## src/rtl/ath_pkg.sv

```systemverilog
// Shared types, constants and lookup functions for the printer-byte to HTML text encoder.
`timescale 1ns / 1ps

package ath_pkg;

  // Input byte codes and ranges.
  localparam logic [7:0] EOL_BYTE      = 8'd155;
  localparam logic [7:0] PRINT_LO      = 8'd32;
  localparam logic [7:0] PRINT_HI      = 8'd122;
  localparam logic [7:0] BACKTICK_BYTE = 8'd96;
  localparam logic [7:0] PUA_BASE_HI   = 8'hE0;

  // Output characters.
  localparam logic [7:0] CH_AMP  = 8'h26;
  localparam logic [7:0] CH_HASH = 8'h23;
  localparam logic [7:0] CH_X    = 8'h78;
  localparam logic [7:0] CH_SEMI = 8'h3B;
  localparam logic [7:0] CH_CR   = 8'h0D;
  localparam logic [7:0] CH_LF   = 8'h0A;
  localparam logic [7:0] CH_ZERO = 8'h30;
  localparam logic [7:0] CH_A_MINUS_TEN = 8'h57;

  localparam int SPAN_OPEN_LEN  = 17;
  localparam int SPAN_CLOSE_LEN = 7;
  localparam logic [8*SPAN_OPEN_LEN-1:0]  SPAN_OPEN  = "<span class=\"iv\">";
  localparam logic [8*SPAN_CLOSE_LEN-1:0] SPAN_CLOSE = "</span>";

  // Depth of the job queue between front and back.
  localparam int QDEPTH = 4;
  localparam int QPTR_W = $clog2(QDEPTH);
  localparam int QCNT_W = $clog2(QDEPTH + 1);

  // Index into the fixed strings; wide enough for the open-span text.
  localparam int IDX_W = $clog2(SPAN_OPEN_LEN);

  typedef enum logic [1:0] {
    PRE_NONE,
    PRE_OPEN,
    PRE_CLOSE
  } pre_t;

  typedef enum logic [1:0] {
    BODY_CHAR,
    BODY_ENTITY,
    BODY_EOL
  } body_t;

  // One classified byte: optional span prefix, then a body.
  typedef struct packed {
    pre_t        pre;
    body_t       body;
    logic [15:0] val;   // character in the low byte, or entity code point
    logic [1:0]  ndig;  // number of hex digits minus one
  } job_t;

  typedef enum logic [2:0] {
    ST_NEW,
    ST_PRE,
    ST_EHEAD,
    ST_HEX,
    ST_SEMI,
    ST_CHAR,
    ST_CR,
    ST_LF
  } st_t;

  function automatic logic [7:0] open_char(input logic [IDX_W-1:0] i);
    return SPAN_OPEN[8*(SPAN_OPEN_LEN-1-int'(i)) +: 8];
  endfunction

  function automatic logic [7:0] close_char(input logic [IDX_W-1:0] i);
    return SPAN_CLOSE[8*(SPAN_CLOSE_LEN-1-int'(i)) +: 8];
  endfunction

  function automatic logic [7:0] hex_char(input logic [3:0] d);
    return (d < 4'd10) ? (CH_ZERO + {4'h0, d}) : (CH_A_MINUS_TEN + {4'h0, d});
  endfunction

  // Unicode replacement for special glyphs; zero means the byte passes as is.
  function automatic logic [15:0] glyph(input logic [6:0] c);
    logic [15:0] g;
    g = 16'd0;
    case (c)
      7'd0:   g = 16'd9829;
      7'd1:   g = 16'd9500;
      7'd2:   g = 16'd9621;
      7'd3:   g = 16'd9496;
      7'd4:   g = 16'd9508;
      7'd5:   g = 16'd9488;
      7'd6:   g = 16'd9585;
      7'd7:   g = 16'd9586;
      7'd8:   g = 16'd9698;
      7'd9:   g = 16'd9623;
      7'd10:  g = 16'd9699;
      7'd11:  g = 16'd9629;
      7'd12:  g = 16'd9624;
      7'd13:  g = 16'd9620;
      7'd14:  g = 16'd9601;
      7'd15:  g = 16'd9622;
      7'd16:  g = 16'd9827;
      7'd17:  g = 16'd9484;
      7'd18:  g = 16'd9472;
      7'd19:  g = 16'd9532;
      7'd20:  g = 16'd11044;
      7'd21:  g = 16'd9604;
      7'd22:  g = 16'd9615;
      7'd23:  g = 16'd9516;
      7'd24:  g = 16'd9524;
      7'd25:  g = 16'd9612;
      7'd26:  g = 16'd9492;
      7'd27:  g = 16'd8455;
      7'd28:  g = 16'd8593;
      7'd29:  g = 16'd8595;
      7'd30:  g = 16'd8592;
      7'd31:  g = 16'd8594;
      7'd38:  g = 16'd38;
      7'd60:  g = 16'd60;
      7'd62:  g = 16'd62;
      7'd96:  g = 16'd9830;
      7'd123: g = 16'd9824;
      7'd124: g = 16'd9475;
      7'd125: g = 16'd8598;
      7'd126: g = 16'd9658;
      7'd127: g = 16'd9668;
      default: g = 16'd0;
    endcase
    return g;
  endfunction

  // Hex digit count minus one, with no leading zeros.
  function automatic logic [1:0] digits_m1(input logic [15:0] v);
    logic [1:0] n;
    if (v[15:12] != 4'h0) begin
      n = 2'd3;
    end else if (v[11:8] != 4'h0) begin
      n = 2'd2;
    end else if (v[7:4] != 4'h0) begin
      n = 2'd1;
    end else begin
      n = 2'd0;
    end
    return n;
  endfunction

endpackage

```

## src/rtl/atascii_to_html_text_encoder.sv

```systemverilog
// Top level of the printer-byte to HTML text encoder: front, job queue and character sequencer.
// A beat is written into the job queue; its first character is then registered at the output.
// Throughput: one output character per cycle unless the sink stalls; a byte yields 1 to 25 characters.
// A four-entry job queue lets input beats arrive while earlier bytes are still being expanded.
// Dropped bytes after an end of line are accepted but never queued, so they take no sequencer time.
// Reset (rst, synchronous, active high) clears font mode, span and skip state and the queue.
`timescale 1ns / 1ps

module atascii_to_html_text_encoder (
  input  logic       clk,
  input  logic       rst,
  // Configuration: bit 0 is font_mode.
  input  logic       cfg_wr_en,
  input  logic       cfg_wr_data,
  // Input stream.
  input  logic       s_axis_tvalid,
  output logic       s_axis_tready,
  input  logic [7:0] s_axis_tdata,   // [7:0] data_byte
  input  logic       s_axis_tlast,   // end_of_buffer
  // Output stream.
  output logic       m_axis_tvalid,
  input  logic       m_axis_tready,
  output logic [7:0] m_axis_tdata,   // [7:0] out_char
  output logic       m_axis_tlast    // last_of_run
);

  logic          q_full;
  logic          push;
  ath_pkg::job_t push_job;
  logic          pop;
  logic          head_valid;
  ath_pkg::job_t head_job;

  // The front decides per beat whether the byte is dropped, which span text
  // precedes it and whether its body is a plain character, an entity or CR LF.
  ath_front u_front (
    .clk         (clk),
    .rst         (rst),
    .cfg_wr_en   (cfg_wr_en),
    .cfg_wr_data (cfg_wr_data),
    .in_valid    (s_axis_tvalid),
    .in_byte     (s_axis_tdata),
    .in_last     (s_axis_tlast),
    .q_full      (q_full),
    .in_ready    (s_axis_tready),
    .push        (push),
    .push_job    (push_job)
  );

  // Classified jobs wait here so that both sides can stall independently.
  ath_queue u_queue (
    .clk        (clk),
    .rst        (rst),
    .push       (push),
    .push_job   (push_job),
    .pop        (pop),
    .full       (q_full),
    .head_valid (head_valid),
    .head_job   (head_job)
  );

  // The sequencer spells each job out one character per beat and marks the
  // final character of the run with tlast.
  ath_back u_back (
    .clk        (clk),
    .rst        (rst),
    .head_valid (head_valid),
    .head_job   (head_job),
    .pop        (pop),
    .out_valid  (m_axis_tvalid),
    .out_ready  (m_axis_tready),
    .out_char   (m_axis_tdata),
    .out_last   (m_axis_tlast)
  );

endmodule

```

## src/rtl/ath_front.sv

```systemverilog
// Front end: accepts input beats, tracks span and skip state, and classifies each byte into a job.
`timescale 1ns / 1ps

module ath_front (
  input  logic          clk,
  input  logic          rst,
  input  logic          cfg_wr_en,
  input  logic          cfg_wr_data,
  input  logic          in_valid,
  input  logic [7:0]    in_byte,
  input  logic          in_last,
  input  logic          q_full,
  output logic          in_ready,
  output logic          push,
  output ath_pkg::job_t push_job
);

  logic font_mode;
  logic inverse_on;
  logic inverse_on_next;
  logic skip_rest;
  logic skip_rest_next;
  logic accept;
  logic printable;
  logic [15:0] g;
  logic [15:0] ent;

  assign in_ready = !q_full;
  assign accept   = in_valid && in_ready;
  assign push     = accept && !skip_rest;

  assign printable = (in_byte >= ath_pkg::PRINT_LO) && (in_byte <= ath_pkg::PRINT_HI) &&
                     (in_byte != ath_pkg::BACKTICK_BYTE);

  always_comb begin
    inverse_on_next = inverse_on;
    skip_rest_next  = skip_rest;
    push_job.pre    = ath_pkg::PRE_NONE;
    push_job.body   = ath_pkg::BODY_CHAR;
    push_job.val    = {8'h00, in_byte};
    g               = 16'd0;
    ent             = 16'd0;
    if (skip_rest) begin
      if (in_last) begin
        skip_rest_next = 1'b0;
      end
    end else if (in_byte == ath_pkg::EOL_BYTE) begin
      if (inverse_on) begin
        push_job.pre    = ath_pkg::PRE_CLOSE;
        inverse_on_next = 1'b0;
      end
      push_job.body  = ath_pkg::BODY_EOL;
      skip_rest_next = !in_last;
    end else if (font_mode) begin
      if (printable) begin
        g = ath_pkg::glyph(in_byte[6:0]);
        if (g != 16'd0) begin
          push_job.body = ath_pkg::BODY_ENTITY;
          ent           = g;
        end
      end else begin
        push_job.body = ath_pkg::BODY_ENTITY;
        ent           = {ath_pkg::PUA_BASE_HI, in_byte};
      end
    end else begin
      if (in_byte[7]) begin
        if (!inverse_on) begin
          push_job.pre    = ath_pkg::PRE_OPEN;
          inverse_on_next = 1'b1;
        end
      end else if (inverse_on) begin
        push_job.pre    = ath_pkg::PRE_CLOSE;
        inverse_on_next = 1'b0;
      end
      push_job.val = {9'h000, in_byte[6:0]};
      g = ath_pkg::glyph(in_byte[6:0]);
      if (g != 16'd0) begin
        push_job.body = ath_pkg::BODY_ENTITY;
        ent           = g;
      end
    end
    if (push_job.body == ath_pkg::BODY_ENTITY) begin
      push_job.val = ent;
    end
    push_job.ndig = ath_pkg::digits_m1(push_job.val);
  end

  always_ff @(posedge clk) begin
    if (rst) begin
      font_mode  <= 1'b0;
      inverse_on <= 1'b0;
      skip_rest  <= 1'b0;
    end else begin
      if (cfg_wr_en) begin
        font_mode <= cfg_wr_data;
      end
      if (accept) begin
        inverse_on <= inverse_on_next;
        skip_rest  <= skip_rest_next;
      end
    end
  end

endmodule

```

## src/rtl/ath_queue.sv

```systemverilog
// Short job queue that decouples the classifying front from the character sequencer.
`timescale 1ns / 1ps

module ath_queue (
  input  logic          clk,
  input  logic          rst,
  input  logic          push,
  input  ath_pkg::job_t push_job,
  input  logic          pop,
  output logic          full,
  output logic          head_valid,
  output ath_pkg::job_t head_job
);

  ath_pkg::job_t               slots [ath_pkg::QDEPTH];
  logic [ath_pkg::QPTR_W-1:0]  wptr;
  logic [ath_pkg::QPTR_W-1:0]  rptr;
  logic [ath_pkg::QCNT_W-1:0]  count;

  assign full       = (count == ath_pkg::QCNT_W'(ath_pkg::QDEPTH));
  assign head_valid = (count != '0);
  assign head_job   = slots[rptr];

  always_ff @(posedge clk) begin
    if (push) begin
      slots[wptr] <= push_job;
    end
  end

  always_ff @(posedge clk) begin
    if (rst) begin
      wptr  <= '0;
      rptr  <= '0;
      count <= '0;
    end else begin
      if (push) begin
        wptr <= wptr + 1'b1;
      end
      if (pop) begin
        rptr <= rptr + 1'b1;
      end
      if (push && !pop) begin
        count <= count + 1'b1;
      end else if (pop && !push) begin
        count <= count - 1'b1;
      end
    end
  end

`ifndef SYNTHESIS
  a_no_push_full: assert property (@(posedge clk) disable iff (rst) push |-> !full)
    else $error("job queue written while full");
  a_no_pop_empty: assert property (@(posedge clk) disable iff (rst) pop |-> head_valid)
    else $error("job queue read while empty");
  a_count_bound: assert property (@(posedge clk) disable iff (rst)
      count <= ath_pkg::QCNT_W'(ath_pkg::QDEPTH))
    else $error("job queue count out of range");
`endif

endmodule

```

## src/rtl/ath_back.sv

```systemverilog
// Back end: walks each job one character per cycle, unless the output stalls, into a registered output stage.
`timescale 1ns / 1ps

module ath_back (
  input  logic          clk,
  input  logic          rst,
  input  logic          head_valid,
  input  ath_pkg::job_t head_job,
  output logic          pop,
  output logic          out_valid,
  input  logic          out_ready,
  output logic [7:0]    out_char,
  output logic          out_last
);

  ath_pkg::st_t               st;
  ath_pkg::st_t               st_next;
  ath_pkg::st_t               cur;
  ath_pkg::st_t               body_st;
  logic [ath_pkg::IDX_W-1:0]  idx;
  logic [ath_pkg::IDX_W-1:0]  idx_next;
  logic                       step;
  logic [7:0]                 ch_c;
  logic                       last_c;
  logic                       pre_end;

  assign step = head_valid && (!out_valid || out_ready);

  always_comb begin
    unique case (head_job.body)
      ath_pkg::BODY_ENTITY: body_st = ath_pkg::ST_EHEAD;
      ath_pkg::BODY_EOL:    body_st = ath_pkg::ST_CR;
      default:              body_st = ath_pkg::ST_CHAR;
    endcase
  end

  // A fresh job starts at its prefix, or directly at its body.
  always_comb begin
    if (st == ath_pkg::ST_NEW) begin
      cur = (head_job.pre == ath_pkg::PRE_NONE) ? body_st : ath_pkg::ST_PRE;
    end else begin
      cur = st;
    end
  end

  assign pre_end = (head_job.pre == ath_pkg::PRE_OPEN) ?
                   (idx == ath_pkg::IDX_W'(ath_pkg::SPAN_OPEN_LEN - 1)) :
                   (idx == ath_pkg::IDX_W'(ath_pkg::SPAN_CLOSE_LEN - 1));

  // Next state and index.
  always_comb begin
    st_next  = st;
    idx_next = idx;
    pop      = 1'b0;
    if (step) begin
      unique case (cur) inside
        ath_pkg::ST_PRE: begin
          if (pre_end) begin
            st_next  = body_st;
            idx_next = '0;
          end else begin
            st_next  = ath_pkg::ST_PRE;
            idx_next = idx + 1'b1;
          end
        end
        ath_pkg::ST_EHEAD: begin
          if (idx == ath_pkg::IDX_W'(2)) begin
            st_next  = ath_pkg::ST_HEX;
            idx_next = ath_pkg::IDX_W'(head_job.ndig);
          end else begin
            st_next  = ath_pkg::ST_EHEAD;
            idx_next = idx + 1'b1;
          end
        end
        ath_pkg::ST_HEX: begin
          if (idx == '0) begin
            st_next = ath_pkg::ST_SEMI;
          end else begin
            st_next  = ath_pkg::ST_HEX;
            idx_next = idx - 1'b1;
          end
        end
        ath_pkg::ST_CR: begin
          st_next = ath_pkg::ST_LF;
        end
        ath_pkg::ST_SEMI, ath_pkg::ST_CHAR, ath_pkg::ST_LF: begin
          st_next  = ath_pkg::ST_NEW;
          idx_next = '0;
          pop      = 1'b1;
        end
        default: begin
          st_next = ath_pkg::ST_NEW;
        end
      endcase
    end
  end

  // Character for the current step.
  always_comb begin
    ch_c   = head_job.val[7:0];
    last_c = 1'b0;
    unique case (cur)
      ath_pkg::ST_PRE: begin
        ch_c = (head_job.pre == ath_pkg::PRE_OPEN) ? ath_pkg::open_char(idx) :
                                                     ath_pkg::close_char(idx);
      end
      ath_pkg::ST_EHEAD: begin
        case (idx[1:0])
          2'd0:    ch_c = ath_pkg::CH_AMP;
          2'd1:    ch_c = ath_pkg::CH_HASH;
          default: ch_c = ath_pkg::CH_X;
        endcase
      end
      ath_pkg::ST_HEX: begin
        ch_c = ath_pkg::hex_char(head_job.val[{idx[1:0], 2'b00} +: 4]);
      end
      ath_pkg::ST_SEMI: begin
        ch_c   = ath_pkg::CH_SEMI;
        last_c = 1'b1;
      end
      ath_pkg::ST_CHAR: begin
        last_c = 1'b1;
      end
      ath_pkg::ST_CR: begin
        ch_c = ath_pkg::CH_CR;
      end
      ath_pkg::ST_LF: begin
        ch_c   = ath_pkg::CH_LF;
        last_c = 1'b1;
      end
      default: begin
        ch_c = head_job.val[7:0];
      end
    endcase
  end

  always_ff @(posedge clk) begin
    if (rst) begin
      st        <= ath_pkg::ST_NEW;
      idx       <= '0;
      out_valid <= 1'b0;
    end else begin
      st  <= st_next;
      idx <= idx_next;
      if (step) begin
        out_valid <= 1'b1;
      end else if (out_ready) begin
        out_valid <= 1'b0;
      end
    end
  end

  always_ff @(posedge clk) begin
    if (step) begin
      out_char <= ch_c;
      out_last <= last_c;
    end
  end

endmodule

```

## config.mk

```make
export PLATFORM = sky130hd
export DESIGN_NAME = atascii_to_html_text_encoder
export DESIGN_NICKNAME = d
export VERILOG_FILES = /design/src/rtl/ath_pkg.sv /design/src/rtl/atascii_to_html_text_encoder.sv /design/src/rtl/ath_front.sv /design/src/rtl/ath_queue.sv /design/src/rtl/ath_back.sv
export SDC_FILE = /design/constraint.sdc
export NUM_CORES = 1
export LEC_CHECK = 0
export CAP_MARGIN = 20
export CORE_UTILIZATION = 62
export CTS_BUF_LIST = sky130_fd_sc_hd__clkbuf_8
export DETAILED_ROUTE_END_ITERATION = 12
export DONT_BUFFER_PORTS = 1
export HOLD_SLACK_MARGIN = 0.02
export PLACE_DENSITY = 0.76
export RECOVER_POWER = 25
export SYNTH_ARGS = -nofsm -noshare
export SYNTH_HDL_FRONTEND = slang
export SYNTH_HIERARCHICAL = 1
export SYNTH_MEMORY_MAX_BITS = 65536
export SYNTH_SLANG_ARGS = --single-unit
```

## constraint.sdc

```tcl
create_clock -name clk -period 4.8 [get_ports clk]
set_input_delay 1.2 -clock clk [delete_from_list [all_inputs] [get_ports clk]]
set_output_delay 1.2 -clock clk [all_outputs]
set_load 0.1 [all_outputs]
```

* Word level (Yosys, flattened, before mapping)
Memories as Yosys holds them, arrays and structs flattened. A register that Yosys moved wholly into a read port is not among the register bits.
Index checks and enable logic that the tools add are counted.
Widths: inputs -> output; s select.
** Storage, ports and cells
- Flip-flop bits (word level) :: 28
- Memories kept :: 3
- Memory bits (writable) :: 88
- Word-level logic and storage cells :: 142
- ROM bits :: 3328
- Bits of input ports :: 15
** Cells by class
- Reduce and logical (&&, ||, !) cells :: 30
- Multiplexer cells :: 61
- Equality and inequality tests :: 20
- Shift operators :: 3
- Bitwise operators :: 1
- Add/subtract/negate cells :: 10
- Order comparisons :: 3
** Memory list
- (name not given) :: words 128, bits a word 13, read ports 1, clocked after memory_dff 0, write ports 0, line ath_pkg.sv:83 : case (c)
- (name not given) :: words 128, bits a word 13, read ports 1, clocked after memory_dff 0, write ports 0, line ath_pkg.sv:83
- u_queue.slots :: words 4, bits a word 22, read ports 1, clocked after memory_dff 1, write ports 1, line ath_queue.sv:15 : ath_pkg::job_t slots [ath_pkg::QDEPTH];
** Operator list (count)
- $mux 16 :: 15
- $shiftx 136x32->8 const A :: 1
- $shiftx 56x32->8 const A :: 1
- $pmux 8 s6 :: 1
- $reduce_bool 16->1 :: 2
- $mux 8 :: 3
- $mux 20 :: 1
- $pmux 5 s4 :: 1
- $mux 1 :: 19
- $mux 3 :: 6
- $mux 2 :: 8
- $reduce_bool 4->1 :: 4
- $shiftx 16x5->4 :: 1
- $eq 3x3->1 const B :: 5
- $mux 5 :: 3
- $pmux 7 s2 :: 1
- $pmux 3 s4 :: 1
- $add 7x4->8 const A :: 1
- $eq 2x1->1 const B :: 4
- $eq 8x8->1 const B :: 1
- $ge 8x6->1 const B :: 1
- $le 8x7->1 const B :: 1
- $ne 8x7->1 const B :: 1
- $add 6x4->7 const A :: 1
- other kinds (28) :: 45

* Logic depth before layout (Yosys ltp)
- Word-level depth :: 19
- Gate-level depth with buffers :: 15
- Mapped depth without buffers :: 13

* By module
Netlist, hierarchy kept.
** Modules (own cells, without submodules)
- ath_queue :: cells an instance 158, area an instance 3608.5 um^2, times used 1
- ath_back :: cells an instance 306, area an instance 2308.5 um^2, times used 1
- ath_front :: cells an instance 195, area an instance 1237.4 um^2, times used 1

* Least setup slack after synthesis
Ideal clock, no wire load.
- Path kind :: input to register
- Start :: input port s_axis_tdata[0]
- End :: memory u_queue/slots[0][0] (netlist bit), data pin
- Stages on the path :: 11
- Setup time :: 0.287 ns
- Path slack :: 1.011 ns
- Buffers on the path :: 3
- Data required time :: 4.513 ns
- Arrival time :: 3.502 ns
- Path through :: buf_6 -> inv_1 -> ha_1 -> buf_4 -> or4b_4 -> buf_6 -> a31o_4 -> nand2b_2 -> nor3_1 -> a211o_1 -> or4_1
** RTL lines
- start, declared :: line atascii_to_html_text_encoder.sv:18 : input logic [7:0] s_axis_tdata,
- end, declared :: line ath_queue.sv:15

* Worst setup path in the final report
- Start :: register u_back/idx[1] (netlist bit)
- End :: register u_back.out_char[2], data pin
** On the way
- Longest elaborated chain between the ends :: 4
- Elaborated cells between the ends (all ways) :: 14
- Classes of those cells :: 4 x add/sub; 1 x order compare; 1 x eq/ne; 3 x shift; 4 x mux; 1 x reduce/logical
** RTL lines
- start, declared :: line ath_back.sv:20 : logic [ath_pkg::IDX_W-1:0] idx;
- start signal, assigned :: line ath_back.sv:144 : idx <= idx_next;
- $sub 5x5->6, or another cell as far along :: line ath_pkg.sv:68 : return SPAN_OPEN[8*(SPAN_OPEN_LEN-1-int'(i)) +: 8];
- $shiftx 136x32->8, or another cell as far along :: line ath_pkg.sv:68
- $mux 8, on equally long branches :: line ath_back.sv:104, ath_pkg.sv:76
- $pmux 8 s6 (*) :: line ath_back.sv:102 : unique case (cur)
- named net u_back.ch_c[2] :: line ath_back.sv:23 : logic [7:0] ch_c;
- end signal, assigned :: line ath_back.sv:155 : out_char <= ch_c;
- end, declared :: line ath_back.sv:12 : output logic [7:0] out_char,
Mark *: on every way through the listed nets, which the timed path passes. The rest lies on a longest branch.
A chain may end at the register's enable or synchronous reset.

==> Flow_metrics.wiki <==
{| class="wikitable"
! Metric !! Value
|-
| Area growth from synthesis to layout || 5.02%
|-
| Cell Area, Synth || slightly above 7000 um2
|-
| Number of different library cells in the post-synthesis netlist || 80
|-
| 1st-pass router iterations || 5
|-
| Initial Util || 64.9%
|-
| Final Hold Fails || 0
|-
| Via count of the first global-routing pass || 5052
|-
| Leading cell types in the layout, fill and taps excluded || edfxtp_1 (97), nand2_1 (50), nor2_1 (50)
|-
| Number of nets at the end of the flow || between 600 and 700
|-
| Remaining number of nets flagged by the antenna check after routing || 0
|-
| WP data arrival || between 4 and 5 ns
|-
| Required time of the critical path || approximately 5 ns
|-
| Final Setup Violations || 0
|-
| Clock-pin transition on the worst setup and hold timing paths || ~0.090 ns
|-
| Delay of the slowest critical-path stage || 0.75 ns
|-
| Gate Count Post-Synth || between 600 and 700
|-
| Clk sink count || ~120
|-
| Outcome || finished clean
|-
| Pre-CTS setup slack || slightly below 0.7 ns
|-
| Total via count in the routed design || ~5300
|-
| Horizontal die dimension || 109 um
|-
| Maximum count of clock buffers along a single path || 2
|-
| Cts repair resizes || 0
|-
| I/O pin count || 26
|-
| Kind of path behind the tightest hold check || register to register
|-
| Leakage power figure || ~2.5 nW
|-
| Ys flop type || edfxtp_1
|-
| Number of antenna diodes || 0
|-
| List of cells traversed by the critical path || inv_1 -> ha_1 -> inv_1 -> nor3_1 -> ha_1 -> and3_1 -> o211a_1 -> nor4_1 -> o221ai_1
|-
| Worst ir drop on vdd || about 0.47 mV
|-
| Final sum of negative setup slack || 0 ns
|-
| Share of post-route cells with drive strength above 1 || between 10% and 20%
|-
| Max-slew violation count || 0
|-
| Cell type group with the largest total delay on the critical path || adder cells
|-
| Post-detailed-route wirelength per cell || just over 20 um
|-
| Area of the core region || around 11000 um2
|-
| Die Area || between 10000 and 15000 um2
|-
| Max-slew headroom at the worst pin || between 10% and 20%
|-
| Initial antenna violation count || 0
|-
| Setup repair after global routing missed its margin || no
|-
| Crit path launch type || register
|-
| Most common library cell in the layout ignoring fill and taps || edfxtp_1
|-
| Congestion Overflow GR || 0
|-
| Clock period minus final worst setup slack || 3.92 ns
|-
| Number of H-tree levels || 4
|-
| Number of buffers added to fix hold violations after cts || 0
|-
| Post-CTS Setup Inserts || 0
|-
| Slowest cell on crit path || ha_1
|-
| Via-to-Cell Ratio || just under 7
|-
| Warnings, synthesis || 6
|-
| Synthesized net count || roughly 700
|-
| First-pass GRT wire length || 26000 um
|-
| Async S/R FF share, synth || 0%
|-
| Number of enable-type register cells in the synthesized netlist || slightly below 100
|-
| Final Cycle Share || roughly four fifths
|-
| GRT Resource Usage Total || 29.2%
|-
| Category of the critical setup timing path || register to register
|-
| GP Congestion || between 0.9 and 1
|-
| Estimated wirelength of the detail-placed design || between 10000 and 15000 um
|-
| Insertion delay to the later sink of the worst-skew pair || 0.44 ns
|-
| CTS buffer count || 17
|-
| Buffer and inverter count on the worst path || 2
|-
| Clock root buffer || clkbuf_8
|-
| Least-Margin Pin Slew || ~1.2 ns
|-
| Total power per unit cell area || 626 nW/um2
|-
| Sequential cell area fraction in the yosys report || around 47%
|-
| Worst Setup End Kind || register
|-
| Die H || approximately 110 um
|-
| Pin count of the biggest net entering global routing || 35
|-
| Max Clock Freq || between 200 and 300 MHz
|-
| Crit Path Max Fanout || 23
|-
| Mapped Avg Cell Area || ~11 um2
|-
| Post-route DRC || 0
|-
| Number of placement rows || 38
|-
| Number of violations of the max-capacitance limit || 0
|-
| Aggregate routed wire length || between 15000 and 20000 um
|-
| Violation count after the first detailed-routing iteration || roughly 620
|-
| Final setup skew || between 0.01 and 0.015 ns
|-
| Synth Register Bits || about 120
|-
| Clock tree from TritonCTS || built
|-
| Number of port buffers || 0
|-
| Post-route setup slack || ~0.88 ns
|}
-- worst reg2reg max path: cells and delay by family (launching register included) --
family,cells,cell delay [ns]
compound gates,2,0.33
simple gates,3,0.90
flops,1,0.63
buf+inv,2,0.63
fa+ha+maj,2,1.14
-- Yosys cell counts (6+ instances only) --
cell type   n  area [um2]
a21oi_1    45         225
nor2_1     50         188
nand2b_1   10        62.6
buf_4       6        45.0
ha_1       21         263
o22ai_1    10        62.6
o211ai_1   18         135
clkbuf_1   17        63.8
o21ai_0    34         170
buf_6       7        78.8
inv_1      30         113
nor3_1     13        65.1
edfxtp_1   97        2910
xor2_1      6        52.6
mux4_2     23         518
buf_2      19        95.1
xnor2_1    11        96.3
dfxtp_1    21         420
nand2_1    50         188
and2_1      7        43.8
nor2b_1    12        75.1
nand3_1    13        65.1
a31oi_1    12        75.1
-- final timing paths --
path	startpoint	to	slack (ns)	cells after the start
worst max-delay path	u_back/idx[1]	u_back/out_char[2]	0.88	9
worst min-delay path	u_front/inverse_on	u_front/inverse_on	0.48	2
worst max register to register	u_back/idx[1]	u_back/out_char[2]	0.88	9
worst min register to register	u_front/inverse_on	u_front/inverse_on	0.48	2
-- power breakdown --
group / total [mW] / switching [mW] / internal (mW)
logic: 1.98 / 1.22 / 0.754
registers: 1.83 / 0.476 / 1.36
clock network: 0.895 / 0.465 / 0.429
total: 4.70 / 2.16 / 2.54
-- state kept, by name, summed over array words and instances (netlist names), named ones only --
| register | cells |
|---|---|
| u_queue/slots | 88 |
| u_back/out_last | 1 |
| u_back/idx | 5 |
| u_back/out_valid | 1 |
| u_front/font_mode | 1 |
| u_back/st | 3 |
| u_front/inverse_on | 1 |
| u_back/out_char | 8 |
| u_queue/count | 3 |
| u_queue/wptr | 2 |
| u_queue/rptr | 2 |
| u_front/skip_rest | 1 |
-- final cells by class --
cell class                      instances  area, um2
Inverter                               30        113
Tap cell                              140        175
Multi-Input combinational cell        460       3420
Clock buffer                           17        234
Clock inverter                         15        160
Sequential cell                       118       3330
Timing Repair Buffer                   10       80.1
Fill cell                             800       3520
-- metrics by stage --
stage          cell area [um2]  std cells  hold WS [ns]  total power, mW  util, %
2_1_floorplan             7150        659         0.434             3.35        -
3_5_place_dp              7110        755         0.471             3.76     64.5
5_1_grt                   7510        790         0.515             4.95     68.1
4_1_cts                   7510        787         0.481             4.65     68.0
6_report                  7510        790         0.482             4.70     68.1
3_3_place_gp              7080        754         0.452             3.68     64.2
-- cells by family (layout without fill, tap and decap cells) --
kind of cell / count (synthesis) / in the layout / synth area share [%]
flip-flops: 118 / 118 / 46.6
adder cells (fa/ha/maj): 23 / 23 / 4.09
AND/OR/NAND/NOR: 206 / 206 / 15.3
other: 1 / 1 / 0.0524
multiplexers: 31 / 31 / 9.06
AO/OA/AOI/OAI: 182 / 182 / 17.2
buffers and inverters: 81 / 72 / 5.63
XOR/XNOR: 17 / 17 / 2.08
-- metal layers --
metal | GRT usage (%) | vias to the layer above | wire length, um | part of all wire [%]
li1 | - | 2478 | - | -
met1 | 40.2 | 2584 | 7120 | 43
met2 | 45.1 | 243 | 7710 | 47
met3 | 7.23 | 29 | 1220 | 7.5
met4 | 10.2 | 0 | 340 | 2.1
met5 | 0 | - | 0 | 0
(Power assumes the default switching activity.)
